--- src/rtl/core/xrv_pkg.sv ---
package xrv_pkg;

   // Field widths of the channels
   localparam int CP_W      = 21;
   localparam int LEN_OUT_W = 16;
   localparam int STATUS_W  = 3;

   // Length counter width default, allowed range 4 to 32
   localparam int LENGTH_BITS_DEFAULT = 16;

   // Grammar characters
   localparam logic [CP_W-1:0] CP_AMP  = 21'h00_0026;
   localparam logic [CP_W-1:0] CP_HASH = 21'h00_0023;
   localparam logic [CP_W-1:0] CP_X    = 21'h00_0078;
   localparam logic [CP_W-1:0] CP_SEMI = 21'h00_003B;
   localparam logic [CP_W-1:0] MAX_CP  = 21'h10_FFFF;

   // Accumulator with room for one more hex digit
   localparam int ACC_EXT_W = CP_W + 4;

   typedef enum logic [4:0] {
      PH_IDLE   = 5'b00001,
      PH_AMP    = 5'b00010,
      PH_HASH   = 5'b00100,
      PH_DIGITS = 5'b01000,
      PH_NAME   = 5'b10000
   } phase_type;

   typedef enum logic [STATUS_W-1:0] {
      ST_PENDING = 3'd0,
      ST_ENTITY  = 3'd1,
      ST_CHARREF = 3'd2,
      ST_INVALID = 3'd3,
      ST_IGNORED = 3'd4
   } status_type;

   typedef struct packed {
      logic       is_amp;
      logic       is_hash;
      logic       is_x;
      logic       is_semi;
      logic       name_start;
      logic       name_char;
      logic       dec_digit;
      logic       hex_letter;
      logic [3:0] digit_val;
   } char_class_type;

   typedef struct packed {
      status_type            status;
      logic [LEN_OUT_W-1:0]  consumed_length;
      logic [CP_W-1:0]       decoded_value;
   } result_type;

   function automatic logic in_rng(logic [CP_W-1:0] c, logic [CP_W-1:0] lo,
                                   logic [CP_W-1:0] hi);
      return (c >= lo) && (c <= hi);
   endfunction

   function automatic logic xml_char(logic [CP_W-1:0] c);
      return (c == 21'h9) || (c == 21'hA) || (c == 21'hD) ||
             in_rng(c, 21'h20, 21'hD7FF) || in_rng(c, 21'hE000, 21'hFFFD) ||
             in_rng(c, 21'h10000, 21'h10FFFF);
   endfunction

   function automatic logic name_start(logic [CP_W-1:0] c);
      return (c == 21'h3A) || (c == 21'h5F) ||
             in_rng(c, 21'h41, 21'h5A) || in_rng(c, 21'h61, 21'h7A) ||
             in_rng(c, 21'hC0, 21'hD6) || in_rng(c, 21'hD8, 21'hF6) ||
             in_rng(c, 21'hF8, 21'h2FF) || in_rng(c, 21'h370, 21'h37D) ||
             in_rng(c, 21'h37F, 21'h1FFF) || in_rng(c, 21'h200C, 21'h200D) ||
             in_rng(c, 21'h2070, 21'h218F) || in_rng(c, 21'h2C00, 21'h2FEF) ||
             in_rng(c, 21'h3001, 21'hD7FF) || in_rng(c, 21'hF900, 21'hFDCF) ||
             in_rng(c, 21'hFDF0, 21'hFFFD) || in_rng(c, 21'h10000, 21'hEFFFF);
   endfunction

   function automatic logic name_char(logic [CP_W-1:0] c);
      return name_start(c) || (c == 21'h2D) || (c == 21'h2E) ||
             in_rng(c, 21'h30, 21'h39) || (c == 21'hB7) ||
             in_rng(c, 21'h300, 21'h36F) || in_rng(c, 21'h203F, 21'h2040);
   endfunction

endpackage

--- src/rtl/core/xrv_req_if.sv ---
interface xrv_req_if
   import xrv_pkg::*;
();
   logic            valid;
   logic            ready;
   logic [CP_W-1:0] code_point;
   logic            first_char;
   logic            last_char;

   modport source (output valid, code_point, first_char, last_char, input ready);
   modport sink   (input valid, code_point, first_char, last_char, output ready);
endinterface

--- src/rtl/core/xrv_rsp_if.sv ---
interface xrv_rsp_if
   import xrv_pkg::*;
();
   logic                 valid;
   logic                 ready;
   logic [STATUS_W-1:0]  status;
   logic [LEN_OUT_W-1:0] consumed_length;
   logic [CP_W-1:0]      decoded_value;

   modport source (output valid, status, consumed_length, decoded_value, input ready);
   modport sink   (input valid, status, consumed_length, decoded_value, output ready);
endinterface

--- src/rtl/core/xrv_char_class.sv ---
module xrv_char_class
   import xrv_pkg::*;
(
   input  logic [CP_W-1:0] code_point,
   output char_class_type  cls
);

   logic upper_hex;
   logic lower_hex;

   // Classify one code point against the reference grammar
   always_comb begin
      upper_hex      = in_rng(code_point, 21'h41, 21'h46);
      lower_hex      = in_rng(code_point, 21'h61, 21'h66);
      cls.is_amp     = (code_point == CP_AMP);
      cls.is_hash    = (code_point == CP_HASH);
      cls.is_x       = (code_point == CP_X);
      cls.is_semi    = (code_point == CP_SEMI);
      cls.name_start = name_start(code_point);
      cls.name_char  = name_char(code_point);
      cls.dec_digit  = in_rng(code_point, 21'h30, 21'h39);
      cls.hex_letter = upper_hex || lower_hex;
      // digits sit at low nibble 0..9, letters at 1..6 and map to 10..15
      if (cls.hex_letter) begin
         cls.digit_val = 4'(code_point[3:0] + 4'd9);
      end else begin
         cls.digit_val = code_point[3:0];
      end
   end

endmodule

--- src/rtl/core/xrv_parse_unit.sv ---
module xrv_parse_unit
   import xrv_pkg::*;
#(
   parameter int LENGTH_BITS = LENGTH_BITS_DEFAULT
) (
   input  logic            clock,
   input  logic            reset,
   input  logic            advance,
   input  logic [CP_W-1:0] code_point,
   input  logic            first_char,
   input  logic            last_char,
   output result_type      result
);

   localparam logic [LENGTH_BITS-1:0] LEN_MAX = '1;

   char_class_type          cls;

   phase_type               phase_ff, phase_in;
   logic                    hex_ff, hex_in;
   logic                    digit_seen_ff, digit_seen_in;
   logic [CP_W-1:0]         acc_ff, acc_in;
   logic [LENGTH_BITS-1:0]  len_ff, len_in;

   status_type              status;
   logic                    digit_ok;
   logic [ACC_EXT_W-1:0]    acc_ext;
   logic [ACC_EXT_W-1:0]    acc_next;

   xrv_char_class u_class (
      .code_point (code_point),
      .cls        (cls)
   );

   // Scale the accumulator by the radix and add the digit
   always_comb begin
      acc_ext  = ACC_EXT_W'(acc_ff);
      if (hex_ff) begin
         acc_next = (acc_ext << 4) + ACC_EXT_W'(cls.digit_val);
      end else begin
         acc_next = (acc_ext << 3) + (acc_ext << 1) + ACC_EXT_W'(cls.digit_val);
      end
      digit_ok = cls.dec_digit || (hex_ff && cls.hex_letter);
   end

   // Step the parser for one item
   always_comb begin
      phase_in      = phase_ff;
      hex_in        = hex_ff;
      digit_seen_in = digit_seen_ff;
      acc_in        = acc_ff;
      len_in        = len_ff;
      status        = ST_PENDING;

      if (first_char) begin
         hex_in        = 1'b0;
         digit_seen_in = 1'b0;
         acc_in        = '0;
         len_in        = LENGTH_BITS'(1);
         if (cls.is_amp) begin
            phase_in = PH_AMP;
         end else begin
            phase_in = PH_IDLE;
            status   = ST_INVALID;
         end
      end else if (phase_ff == PH_IDLE) begin
         status = ST_IGNORED;
      end else begin
         if (len_ff != LEN_MAX) begin
            len_in = len_ff + LENGTH_BITS'(1);
         end
         case (phase_ff)
            PH_AMP: begin
               if (cls.is_hash) begin
                  phase_in = PH_HASH;
               end else if (cls.name_start) begin
                  phase_in = PH_NAME;
               end else begin
                  status = ST_INVALID;
               end
            end
            PH_NAME: begin
               if (cls.is_semi) begin
                  status = ST_ENTITY;
               end else if (!cls.name_char) begin
                  status = ST_INVALID;
               end
            end
            PH_HASH, PH_DIGITS: begin
               phase_in = PH_DIGITS;
               if ((phase_ff == PH_HASH) && cls.is_x) begin
                  hex_in = 1'b1;
               end else if (cls.is_semi) begin
                  status = (digit_seen_ff && xml_char(acc_ff)) ? ST_CHARREF : ST_INVALID;
               end else if (!digit_ok) begin
                  status = ST_INVALID;
               end else if (acc_next > ACC_EXT_W'(MAX_CP)) begin
                  status = ST_INVALID;
               end else begin
                  acc_in        = acc_next[CP_W-1:0];
                  digit_seen_in = 1'b1;
               end
            end
            default: begin
               status = ST_INVALID;
            end
         endcase
      end

      // End of text with the candidate still open
      if ((status == ST_PENDING) && last_char) begin
         status = ST_INVALID;
      end

      result.status          = status;
      result.consumed_length = LEN_OUT_W'(len_in);
      result.decoded_value   = ((phase_in == PH_HASH) || (phase_in == PH_DIGITS)) ?
                               acc_in : '0;
   end

   // Commit the state; any final status returns to idle
   always_ff @(posedge clock) begin
      if (reset) begin
         phase_ff      <= PH_IDLE;
         hex_ff        <= 1'b0;
         digit_seen_ff <= 1'b0;
         acc_ff        <= '0;
         len_ff        <= '0;
      end else if (advance) begin
         if (status != ST_PENDING) begin
            phase_ff      <= PH_IDLE;
            hex_ff        <= 1'b0;
            digit_seen_ff <= 1'b0;
            acc_ff        <= '0;
            len_ff        <= '0;
         end else begin
            phase_ff      <= phase_in;
            hex_ff        <= hex_in;
            digit_seen_ff <= digit_seen_in;
            acc_ff        <= acc_in;
            len_ff        <= len_in;
         end
      end
   end

   // Digits and hex mode exist only inside a character reference
   a_digit_phase: assert property (@(posedge clock) disable iff (reset)
      (digit_seen_ff || hex_ff) |-> (phase_ff == PH_DIGITS))
      else $error("digit state outside character reference");

   // Accumulator stays inside the code point range
   a_acc_range: assert property (@(posedge clock) disable iff (reset)
      acc_ff <= MAX_CP)
      else $error("accumulator above code point range");

   // Accumulator is nonzero only once a digit was taken
   a_acc_digit: assert property (@(posedge clock) disable iff (reset)
      (acc_ff != '0) |-> digit_seen_ff)
      else $error("accumulator set without a digit");

   // Idle means nothing counted
   a_idle_len: assert property (@(posedge clock) disable iff (reset)
      (phase_ff == PH_IDLE) |-> (len_ff == '0))
      else $error("length counted while idle");

   // A final result always leaves the parser idle
   a_final_idle: assert property (@(posedge clock) disable iff (reset)
      (advance && (status != ST_PENDING)) |=> (phase_ff == PH_IDLE))
      else $error("parser not idle after final result");

endmodule

--- src/rtl/core/xml_reference_validator_core.sv ---
// Channel  Role    Payload
// req_ch   sink    code_point[20:0], first_char, last_char
// rsp_ch   source  status[2:0], consumed_length[15:0], decoded_value[20:0]
//
// Every accepted item yields exactly one result item, one item per cycle
// unless rsp_ch stalls. Items pass an input register, then the parse step
// into the result register, updated in the same cycle as the parser state.
// Reset is synchronous and leaves the parser idle with both stages empty.
// A stalled result holds the result register; the input register refills as
// soon as its item moves on, so a new item is taken in the cycle rsp_ch drains.
module xml_reference_validator_core
   import xrv_pkg::*;
#(
   parameter int LENGTH_BITS = LENGTH_BITS_DEFAULT
) (
   input  logic       clock,
   input  logic       reset,
   xrv_req_if.sink    req_ch,
   xrv_rsp_if.source  rsp_ch
);

   logic            s1_valid_ff;
   logic [CP_W-1:0] s1_code_point_ff;
   logic            s1_first_ff;
   logic            s1_last_ff;

   logic            rsp_valid_ff;
   result_type      rsp_ff;

   logic            out_free;
   logic            advance;
   logic            accept;
   result_type      step_result;

   assign out_free     = !rsp_valid_ff || rsp_ch.ready;
   assign advance      = s1_valid_ff && out_free;
   assign req_ch.ready = !s1_valid_ff || out_free;
   assign accept       = req_ch.valid && req_ch.ready;

   // Capture the incoming item
   always_ff @(posedge clock) begin
      if (reset) begin
         s1_valid_ff <= 1'b0;
      end else if (accept) begin
         s1_valid_ff <= 1'b1;
      end else if (advance) begin
         s1_valid_ff <= 1'b0;
      end
   end

   always_ff @(posedge clock) begin
      if (accept) begin
         s1_code_point_ff <= req_ch.code_point;
         s1_first_ff      <= req_ch.first_char;
         s1_last_ff       <= req_ch.last_char;
      end
   end

   xrv_parse_unit #(
      .LENGTH_BITS (LENGTH_BITS)
   ) u_parse (
      .clock      (clock),
      .reset      (reset),
      .advance    (advance),
      .code_point (s1_code_point_ff),
      .first_char (s1_first_ff),
      .last_char  (s1_last_ff),
      .result     (step_result)
   );

   // Hold the result until taken
   always_ff @(posedge clock) begin
      if (reset) begin
         rsp_valid_ff <= 1'b0;
      end else if (advance) begin
         rsp_valid_ff <= 1'b1;
      end else if (rsp_ch.ready) begin
         rsp_valid_ff <= 1'b0;
      end
   end

   always_ff @(posedge clock) begin
      if (advance) begin
         rsp_ff <= step_result;
      end
   end

   assign rsp_ch.valid           = rsp_valid_ff;
   assign rsp_ch.status          = rsp_ff.status;
   assign rsp_ch.consumed_length = rsp_ff.consumed_length;
   assign rsp_ch.decoded_value   = rsp_ff.decoded_value;

endmodule
--- src/flat_wrapper.sv ---
// flat-port wrapper written by rule: the top's interface ports become plain ports
module xml_reference_validator_core_flat import xrv_pkg::*;
#(
   parameter int LENGTH_BITS = LENGTH_BITS_DEFAULT
)
  (clock, reset, req_ch_valid, req_ch_code_point, req_ch_first_char, req_ch_last_char, req_ch_ready, rsp_ch_valid, rsp_ch_status, rsp_ch_consumed_length, rsp_ch_decoded_value, rsp_ch_ready);
  xrv_req_if req_ch_i ();
  xrv_rsp_if rsp_ch_i ();
  input  logic clock;
  input  logic reset;
  input wire logic [$bits(req_ch_i.valid)-1:0] req_ch_valid;
  input wire logic [$bits(req_ch_i.code_point)-1:0] req_ch_code_point;
  input wire logic [$bits(req_ch_i.first_char)-1:0] req_ch_first_char;
  input wire logic [$bits(req_ch_i.last_char)-1:0] req_ch_last_char;
  output wire logic [$bits(req_ch_i.ready)-1:0] req_ch_ready;
  output wire logic [$bits(rsp_ch_i.valid)-1:0] rsp_ch_valid;
  output wire logic [$bits(rsp_ch_i.status)-1:0] rsp_ch_status;
  output wire logic [$bits(rsp_ch_i.consumed_length)-1:0] rsp_ch_consumed_length;
  output wire logic [$bits(rsp_ch_i.decoded_value)-1:0] rsp_ch_decoded_value;
  input wire logic [$bits(rsp_ch_i.ready)-1:0] rsp_ch_ready;
  assign req_ch_i.valid = req_ch_valid;
  assign req_ch_i.code_point = req_ch_code_point;
  assign req_ch_i.first_char = req_ch_first_char;
  assign req_ch_i.last_char = req_ch_last_char;
  assign req_ch_ready = req_ch_i.ready;
  assign rsp_ch_valid = rsp_ch_i.valid;
  assign rsp_ch_status = rsp_ch_i.status;
  assign rsp_ch_consumed_length = rsp_ch_i.consumed_length;
  assign rsp_ch_decoded_value = rsp_ch_i.decoded_value;
  assign rsp_ch_i.ready = rsp_ch_ready;
  xml_reference_validator_core #(.LENGTH_BITS(LENGTH_BITS)) u_core (.clock(clock), .reset(reset), .req_ch(req_ch_i), .rsp_ch(rsp_ch_i));
endmodule
--- config.mk ---
export PLATFORM = sky130hd
export DESIGN_NAME = xml_reference_validator_core_flat
export DESIGN_NICKNAME = d
export VERILOG_FILES = /design/src/rtl/core/xrv_pkg.sv /design/src/rtl/core/xrv_req_if.sv /design/src/rtl/core/xrv_rsp_if.sv /design/src/rtl/core/xrv_char_class.sv /design/src/rtl/core/xrv_parse_unit.sv /design/src/rtl/core/xml_reference_validator_core.sv /design/src/flat_wrapper.sv
export SDC_FILE = /design/constraint.sdc
export NUM_CORES = 1
export LEC_CHECK = 0
export BUFFER_PORTS_ARGS = -buffer_cell sky130_fd_sc_hd__buf_2
export CAP_MARGIN = 20
export CORE_MARGIN = 5
export CORE_UTILIZATION = 35
export CTS_CLUSTER_SIZE = 8
export DETAILED_ROUTE_END_ITERATION = 16
export GPL_ROUTABILITY_DRIVEN = 0
export PLACE_DENSITY_LB_ADDON = 0.3
export SLEW_MARGIN = 20
export SYNTH_ARGS = -nofsm -noshare
export SYNTH_HDL_FRONTEND = slang
export SYNTH_HIERARCHICAL = 1
export SYNTH_SLANG_ARGS = --single-unit
--- constraint.sdc ---
create_clock -name clock -period 6.35 [get_ports clock]
set_input_delay 0 -clock clock [delete_from_list [all_inputs] [get_ports clock]]
set_output_delay 0 -clock clock [all_outputs]
set_load 0.02 [all_outputs]
After elaboration in Yosys (flattened, before gate mapping)
Cells that the tools add are included.
{"block": "op_classes", "magnitude_cmp": 43, "n_reduce_logical": 71, "n_eq_ne": 24, "add_sub_neg": 5, "n_mux": 52}
{"op": "two-way mux 21 bit", "count": 8}
{"op": "equality test 21 x 6 -> 1 bit (second input constant)", "count": 6}
{"op": "greater-or-equal comparator 21 x 14 -> 1 bit (second input constant)", "count": 5}
{"op": "less-or-equal comparator 21 x 16 -> 1 bit (second input constant)", "count": 5}
{"op": "less-or-equal comparator 21 x 14 -> 1 bit (second input constant)", "count": 4}
{"op": "less-or-equal comparator 21 x 7 -> 1 bit (second input constant)", "count": 4}
{"op": "two-way mux 16 bit", "count": 4}
{"op": "equality test 21 x 4 -> 1 bit (second input constant)", "count": 3}
{"op": "greater-or-equal comparator 21 x 10 -> 1 bit (second input constant)", "count": 3}
{"op": "greater-or-equal comparator 21 x 16 -> 1 bit (second input constant)", "count": 3}
{"op": "greater-or-equal comparator 21 x 8 -> 1 bit (second input constant)", "count": 3}
{"op": "less-or-equal comparator 21 x 10 -> 1 bit (second input constant)", "count": 3}
{"op": "adder 25 x 4 -> 25 bit", "count": 2}
{"op": "equality test 21 x 7 -> 1 bit (second input constant)", "count": 2}
{"op": "greater-or-equal comparator 21 x 17 -> 1 bit (second input constant)", "count": 2}
{"op": "greater-or-equal comparator 21 x 6 -> 1 bit (second input constant)", "count": 2}
{"op": "greater-or-equal comparator 21 x 7 -> 1 bit (second input constant)", "count": 2}
{"op": "less-or-equal comparator 21 x 8 -> 1 bit (second input constant)", "count": 2}
{"op": "logical OR 1 bit", "count": 31}
{"op": "logical AND 1 bit", "count": 28}
{"op": "adder 24 x 22 -> 25 bit", "count": 1}
{"op": "> comparator 25 x 21 -> 1 bit (second input constant)", "count": 1}
{"op": "two-way mux 25 bit", "count": 1}
{"op": "two-way mux 5 bit", "count": 5}
{"op": "other kinds (27)", "count": 65}
{"block": "totals", "in_bits": 27, "regBits": 109}

Logic depth before layout (Yosys ltp)
Gate-level depths: netlist of the first run.
{"block": "logic_depth", "ltp_word": 33, "ltp_mapped": 24, "depth_no_buf": 22}

By module
Netlist of the first run, hierarchy kept.
{"module": "xrv_parse_unit", "seq_area_each_um2": 880.8, "instances": 1, "cells_each": 581, "area_per_inst_um2": 4540.6}
{"module": "xml_reference_validator_core", "seq_area_each_um2": 1931.9, "instances": 1, "cells_each": 73, "area_per_inst_um2": 1995.7}
{"module": "xrv_char_class", "seq_area_each_um2": 0.0, "instances": 1, "cells_each": 202, "area_per_inst_um2": 1227.4}

Least setup slack after synthesis of the first run
Ideal clock, no wire load.
{"block": "synth_timing", "kind": "reg-to-reg", "startpoint": "reg u_core.s1_code_point_ff[12]", "endpoint": "reg u_core.rsp_ff, in the netlist u_core/rsp_ch.decoded_value[15], data pin", "arrival_time_ns": 5.421, "path_stages_with_launch": 22, "setup_slack_ns": 0.663, "synth_period_minus_slack_ns": 5.687, "setup_ns": 0.266, "path_buffers": 1, "path_cell_list": "edfxtp_1 or3_1 or4_1 nor2_1 a32oi_1 o22ai_1 nand2_1 nand2_1 inv_1 fa_1 fa_1 nand2b_1 a21oi_1 o21bai_1 a21o_1 a21oi_1 mux2_2 o31a_4 nor3_4 buf_2 mux2i_1 nor2_1"}
{"element": "start: declaration", "line_no": "xml_reference_validator_core.sv:23", "rtl": "logic [CP_W-1:0] s1_code_point_ff;"}
{"element": "start signal: assignment", "line_no": "xml_reference_validator_core.sv:53", "rtl": "s1_code_point_ff <= req_ch.code_point;"}
{"element": "end signal: assignment", "line_no": "xml_reference_validator_core.sv:84", "rtl": "rsp_ff <= step_result;"}
{"element": "end: declaration", "line_no": "xml_reference_validator_core.sv:28", "rtl": "result_type rsp_ff;"}

==> results.json, run 1 <==
{
  "start_util": 0.356,
  "wl_mm": 20.8,
  "end_kind": "register",
  "cts_sinks": 109,
  "dp_hpwl_mm": 15.1,
  "ant_nets": 0,
  "rows": 54,
  "fin_ws_ns": 0.304,
  "setup_violations": 0,
  "port_buffers": 68,
  "synth_top_area_cell": "edfxtp_1",
  "ys_seq_elements": 109,
  "htree_levels": 3,
  "dr.pass1.iters": 6,
  "critPathMaxFanout": 36,
  "synth_top_area_frac": 0.244,
  "async_flop_share": 0,
  "utilization": 0.413,
  "placed_cell_area_um2": 8360,
  "die_height_um": 159,
  "coreArea_um2": 21800,
  "routedWlPerCell_um": 16.9,
  "finalInstanceArea_um2": 9020,
  "yosys_warnings": 6,
  "clock.fmax_mhz": 165,
  "drc": 0,
  "diodes": 0,
  "period_share": 0.952,
  "fin_skew_ns": 0.0109,
  "synth_edf_count": 63,
  "antenna_found_initial": 0,
  "vdd_drop_max_mv": 0.109,
  "synth.area.top_cells": "edfxtp_1, dfxtp_1, ha_1",
  "grt_max_degree": 51,
  "seqCellArea_um2": 2810,
  "place_ws_ns": 0.0832,
  "clk_path_buf_depth": 2,
  "syn_nets": 931,
  "worst_pin_slew_ns": 0.847,
  "cp_data_arrival_time_ns": 6.18,
  "track_usage": 0.163,
  "netlist_area_um2": 7760,
  "ios": 69,
  "syn_inst": 856,
  "overflow": 0,
  "drive_above_1_share": 0.172,
  "path_clk_slew_ns": 0.08,
  "synthDistinctLibCells": 94,
  "crit_required_ns": 6.48,
  "worst-setup-path-type": "reg -> reg",
  "die_area_um2": 25300,
  "drt_iter0_drc": 703,
  "cts_buffers": 9,
  "finalCriticalPeriod_ns": 6.05,
  "tns_ns": 0,
  "ys.flop_type": "edfxtp_1",
  "area_growth_pct": 16.2,
  "hold_violations": 0,
  "vias": 6968,
  "viasPerCell": 5.66,
  "relSlewSlack": 0.435,
  "die_w_um": 159,
  "grt_pass1_vias": 6707,
  "synth-seq-area-share": 0.362,
  "status": "finished, final reports clean",
  "cap_viol_max_count": 0,
  "powerDensity_nw_per_um2": 168,
  "p_total_uw": 1520,
  "nets": 1021,
  "synth_area_per_cell_um2": 9.07,
  "grt_pass1_wl_mm": 34.8,
  "p_leak_uw": 0.00339,
  "start_kind": "register",
  "fill_cells": 2163,
  "multi_input_area_um2": 4560,
  "insertion_delay_ns": 0.37,
  "hold_class": "in -> reg",
  "cts-root-buf": "clkbuf_16",
  "cts_tree": "built",
  "maxSlewViolCount": 0
}
==> cell usage after synthesis, drive strengths merged (9+ instances only) <==
library cell,count
nor4,12
a31oi,12
nor3,30
or3,11
dfxtp,46
nand4,31
nand3,25
a22o,25
nand2b,11
edfxtp,63
nand2,80
o21ai,44
mux2i,22
and2,9
a21oi,48
or4,9
nor2,91
o211ai,10
inv,26
buf,22
and3,9
clkbuf,24
nor2b,13
xor2,10
xnor2,11
ha,46
==> worst paths after layout <==
path                                    endpoint  slack (ns)  depth (start not counted)                    startpoint
hold reg to reg     u_core/u_parse/digit_seen_ff        0.45                          2  u_core/u_parse/digit_seen_ff
setup / recovery  u_core/rsp_ch.decoded_value[6]        0.30                         22   u_core/s1_code_point_ff[15]
hold / removal       u_core/s1_code_point_ff[17]        0.34                          2         req_ch_code_point[17]
setup reg to reg  u_core/rsp_ch.decoded_value[6]        0.30                         22   u_core/s1_code_point_ff[15]
==> metrics by stage <==
stage,std cells,hold slack [ns]
after CTS,1224,0.327
after floorplan,856,0.0624
after global placement,1180,0.177
after global routing,1231,0.335
after detailed placement,1180,0.178
final,1231,0.344
==> cell usage in the layout (no fill, tap or decap), types with 22 or more instances in the layout <==
cell	netlist	layout
inv_1	26	26
dlygate4sd3_1	1	28
nand4_1	31	31
mux2i_1	22	22
dfxtp_1	46	46
a21oi_1	47	46
o21ai_0	43	43
nor3_1	29	29
nand3_1	23	23
buf_2	7	68
ha_1	46	46
nand2_1	79	79
edfxtp_1	63	63
nor2_1	91	91
buf_4	5	27
==> repair_timing <==
| item | CTS | global route |
|---|---|---|
| buffers inserted | 0 | 6 |
| hold buffers | 28 | 0 |
| endpoints found under the hold margin | 27 | 0 |
| endpoints found under the setup margin | 0 | 62 |
| resized for setup | 0 | 3 |
==> cell type report <==
| class | count | area share |
|---|---|---|
| clock buffer | 9 | 0.0250 |
| timing repair buffer | 126 | 0.0973 |
| clock inverter | 7 | 0.0101 |
| tap | 280 | 0.0388 |
| sequential | 109 | 0.312 |
| inverter | 27 | 0.0112 |
| multi-input combinational | 673 | 0.506 |
==> worst max-delay path, stage by stage, from the launching register on <==
cell	delay (ns)
edfxtp_1	0.46
or4_4	0.58
nor4_4	0.36
o21ai_1	0.13
a31oi_1	0.26
o22ai_2	0.17
buf_4	0.17
o21ai_0	0.28
ha_1	0.21
ha_1	0.17
inv_1	0.06
fa_1	0.39
nand2b_1	0.18
a21oi_1	0.21
o21bai_1	0.14
a21o_1	0.24
a21oi_2	0.17
mux2_2	0.38
o31a_4	0.32
nor3_4	0.20
buf_12	0.24
mux2_2	0.37
nor2b_1	0.13
==> power by group <==
part	switching (µW)	leakage, µW	internal [µW]
combinational	88.5	0.00228	52.7
sequential	15.8	0.000949	769
clock	306	0.000152	286
total	411	0.00339	1110
==> kinds of logic (layout without fill, tap and decap cells) <==
group                    count (synthesis)  count (layout)  share of synthesized area
AND/OR/NAND/NOR                        360             360                      0.247
AO/OA/AOI/OAI                          219             219                      0.204
flip-flops                             109             109                      0.362
buffers and inverters                   74             169                     0.0511
adder cells (fa/ha/maj)                 48              48                     0.0793
multiplexers                            25              25                     0.0327
XOR/XNOR                                21              21                     0.0237
==> state kept, by name, indices dropped and copies added (netlist names) <==
signal,cells
u_core/u_parse/len_ff,16
u_core/u_parse/hex_ff,1
u_core/s1_first_ff,1
u_core/rsp_ch.valid,1
u_core/u_parse/acc_ff,21
u_core/s1_valid_ff,1
u_core/rsp_ch.decoded_value,21
u_core/s1_last_ff,1
u_core/s1_code_point_ff,21
u_core/rsp_ch.consumed_length,16
u_core/u_parse/digit_seen_ff,1
u_core/u_parse/phase_ff,5
u_core/rsp_ch.status,3
==> per-layer routing <==
metal  wire (µm)  up-vias  track usage
met5           0        -            0
met4         473        0       0.0512
met3        1120       47       0.0344
met2        9770      259        0.264
met1        9460     3236        0.220
li1            -     3426            -
(Power assumes the default switching activity.)
==> inputs of run 2 (changes only) <==
Settings changed: ABC_AREA set to 1.
==> results.json, run 2 <==
{
  "status": "finished, final reports clean",
  "start_kind": "register",
  "whs_ns": 0.255,
  "wl_met3_mm": 1.21,
  "syn_inst": 1385,
  "cp.buffers_inverters": 3,
  "tns_ns": 0,
  "synth_top_area_frac": 0.206,
  "grt_max_degree": 70,
  "async_flop_share": 0,
  "ant_nets": 0,
  "netlist_area_um2": 9190,
  "grt_pass1_vias": 8554,
  "final_cell_mix": "nand2_1, nor2_1, inv_1",
  "die_area_um2": 29600,
  "synth_common_cells": "nand2_1, nor2_1, inv_1",
  "max_stage_delay_ns": 0.55,
  "cap_viol_max_count": 0,
  "clk_path_buf_depth": 2,
  "syn_nets": 1460,
  "hold_class": "in -> reg",
  "dr.pass1.iters": 6,
  "synth.area.top_cells": "edfxtp_1, nand2_1, dfxtp_1",
  "synthMuxAreaShare": 0.00218,
  "grt_pass1_wl_mm": 43.1,
  "htree_levels": 3,
  "worst-setup-path-type": "reg -> reg",
  "fin_skew_ns": 0.0133,
  "maxSlewViolCount": 0,
  "antenna_found_initial": 0,
  "end_kind": "register",
  "ys.flop_type": "edfxtp_1",
  "cts_sinks": 109,
  "routed.top_layer": "met4",
  "hold_violations": 0,
  "yosys.area_share.adder": 0.0670,
  "placed_cell_area_um2": 9810,
  "clock.fmax_mhz": 174,
  "diodes": 0,
  "cts_tree": "built",
  "p_total_uw": 1510,
  "critPathMaxFanout": 26,
  "vdd_drop_max_mv": 0.102,
  "relSlewSlack": 0.288,
  "dp_hpwl_mm": 20.0,
  "cts_buffers": 9,
  "wl_met2_mm": 12.5,
  "path_clk_slew_ns": 0.08,
  "routedWlPerCell_um": 14.7,
  "die_height_um": 172,
  "final_common_cell": "nand2_1",
  "finalInstanceArea_um2": 10400,
  "rsz0062_at_grt": "no",
  "synth-seq-area-share": 0.306,
  "drive_above_1_share": 0.134,
  "synth-compound-area-share": 0.0963,
  "finalCriticalPeriod_ns": 5.74,
  "setup_violations": 0,
  "synth_top_area_cell": "edfxtp_1",
  "rows": 59,
  "p_leak_uw": 0.00445,
  "crit_required_ns": 6.57,
  "start_util": 0.353,
  "port_buffers": 68,
  "cts-root-buf": "clkbuf_16",
  "yosys_warnings": 6,
  "viasPerCell": 5.11,
  "place_ws_ns": 0.694,
  "seqCellArea_um2": 2810,
  "synth_edf_count": 63,
  "cp_slowest_cell": "edfxtp_1",
  "worst_pin_slew_ns": 1.07,
  "vias": 9165,
  "insertion_delay_ns": 0.35,
  "synth.most_common_cell": "nand2_1",
  "wl_mm": 26.4,
  "period_share": 0.905,
  "cpMostUsedCell": "nand2_1",
  "synth_top_family_by_area": "simple AND/OR/NAND/NOR gates",
  "overflow": 0,
  "wl_met1_mm": 12.2,
  "drt_iter0_drc": 755,
  "fill_cells": 2745,
  "track_usage": 0.179,
  "fin_ws_ns": 0.605,
  "synth-simple-area-share": 0.409,
  "ys_seq_elements": 109,
  "synth_xor_xnor_area_share": 0.0124,
  "post-cts-setup-buffers": 0,
  "synthDistinctLibCells": 45,
  "powerDensity_nw_per_um2": 146,
  "die_w_um": 172,
  "crit_family": "simple AND/OR/NAND/NOR gates",
  "cp_data_arrival_time_ns": 5.96,
  "nets": 1529,
  "drc": 0,
  "synth_area_per_cell_um2": 6.63,
  "multi_input_area_um2": 5410,
  "area_growth_pct": 12.8,
  "ios": 69,
  "coreArea_um2": 26000
}
-- run 2: final timing paths --
kind                                                   from                      endpoint  slack [ns]  cells past startpoint
worst min register to register     u_core/u_parse/len_ff[2]      u_core/u_parse/len_ff[2]        0.48                      2
worst max-delay path            u_core/s1_code_point_ff[13]  u_core/u_parse/digit_seen_ff        0.61                     31
worst min-delay path                                  reset     u_core/u_parse/acc_ff[20]        0.26                      3
worst max register to register  u_core/s1_code_point_ff[13]  u_core/u_parse/digit_seen_ff        0.61                     31
-- run 2: logic make-up after synthesis --
family	count (synthesis)
and+or+nand+nor	819
muxes	2
DFF	109
AOI/OAI and AO/OA	153
buffers and inverters	241
adders and majority gates	48
xor gates and xnor gates	13
-- run 2: layer usage --
layer,up-vias,track usage
met5,-,0
met4,0,0.0499
met3,41,0.0194
met2,257,0.299
met1,4204,0.245
li1,4663,-
-- run 2: stage by stage --
stage / utilization / cells
floorplan: - / 1385
global route: 0.399 / 1794
detailed placement: 0.378 / 1752
CTS: 0.398 / 1794
finish: 0.399 / 1794
global placement: 0.378 / 1752
-- run 2: timing repair --
action,in CTS,in global routing
resized for setup,0,1
hold buffers,26,0
endpoints found under the setup margin,0,1
hold endpoints to repair,25,0
-- run 2: worst reg2reg max path: cells and delay by family, from the launching register on --
family | cells | cell delay (ns)
and+or+nand+nor | 21 | 2.69
AOI/OAI and AO/OA | 5 | 0.85
DFF | 1 | 0.55
buffers and inverters | 3 | 0.51
adders and majority gates | 2 | 1.02
-- run 2: cell type report --
cell class	instances	area share
multi-input cells	1035	0.523
flip-flops and latches	109	0.272
inverters	193	0.0704
repair buffers	106	0.0679
well taps	335	0.0405
clock buffers	10	0.0221
clock inverters	6	0.00495
-- run 2: power breakdown --
group	internal (µW)	switching, µW	leakage, µW
sequential	764	18.9	0.00101
clock	274	280	0.000140
combinational	48.7	122	0.00330
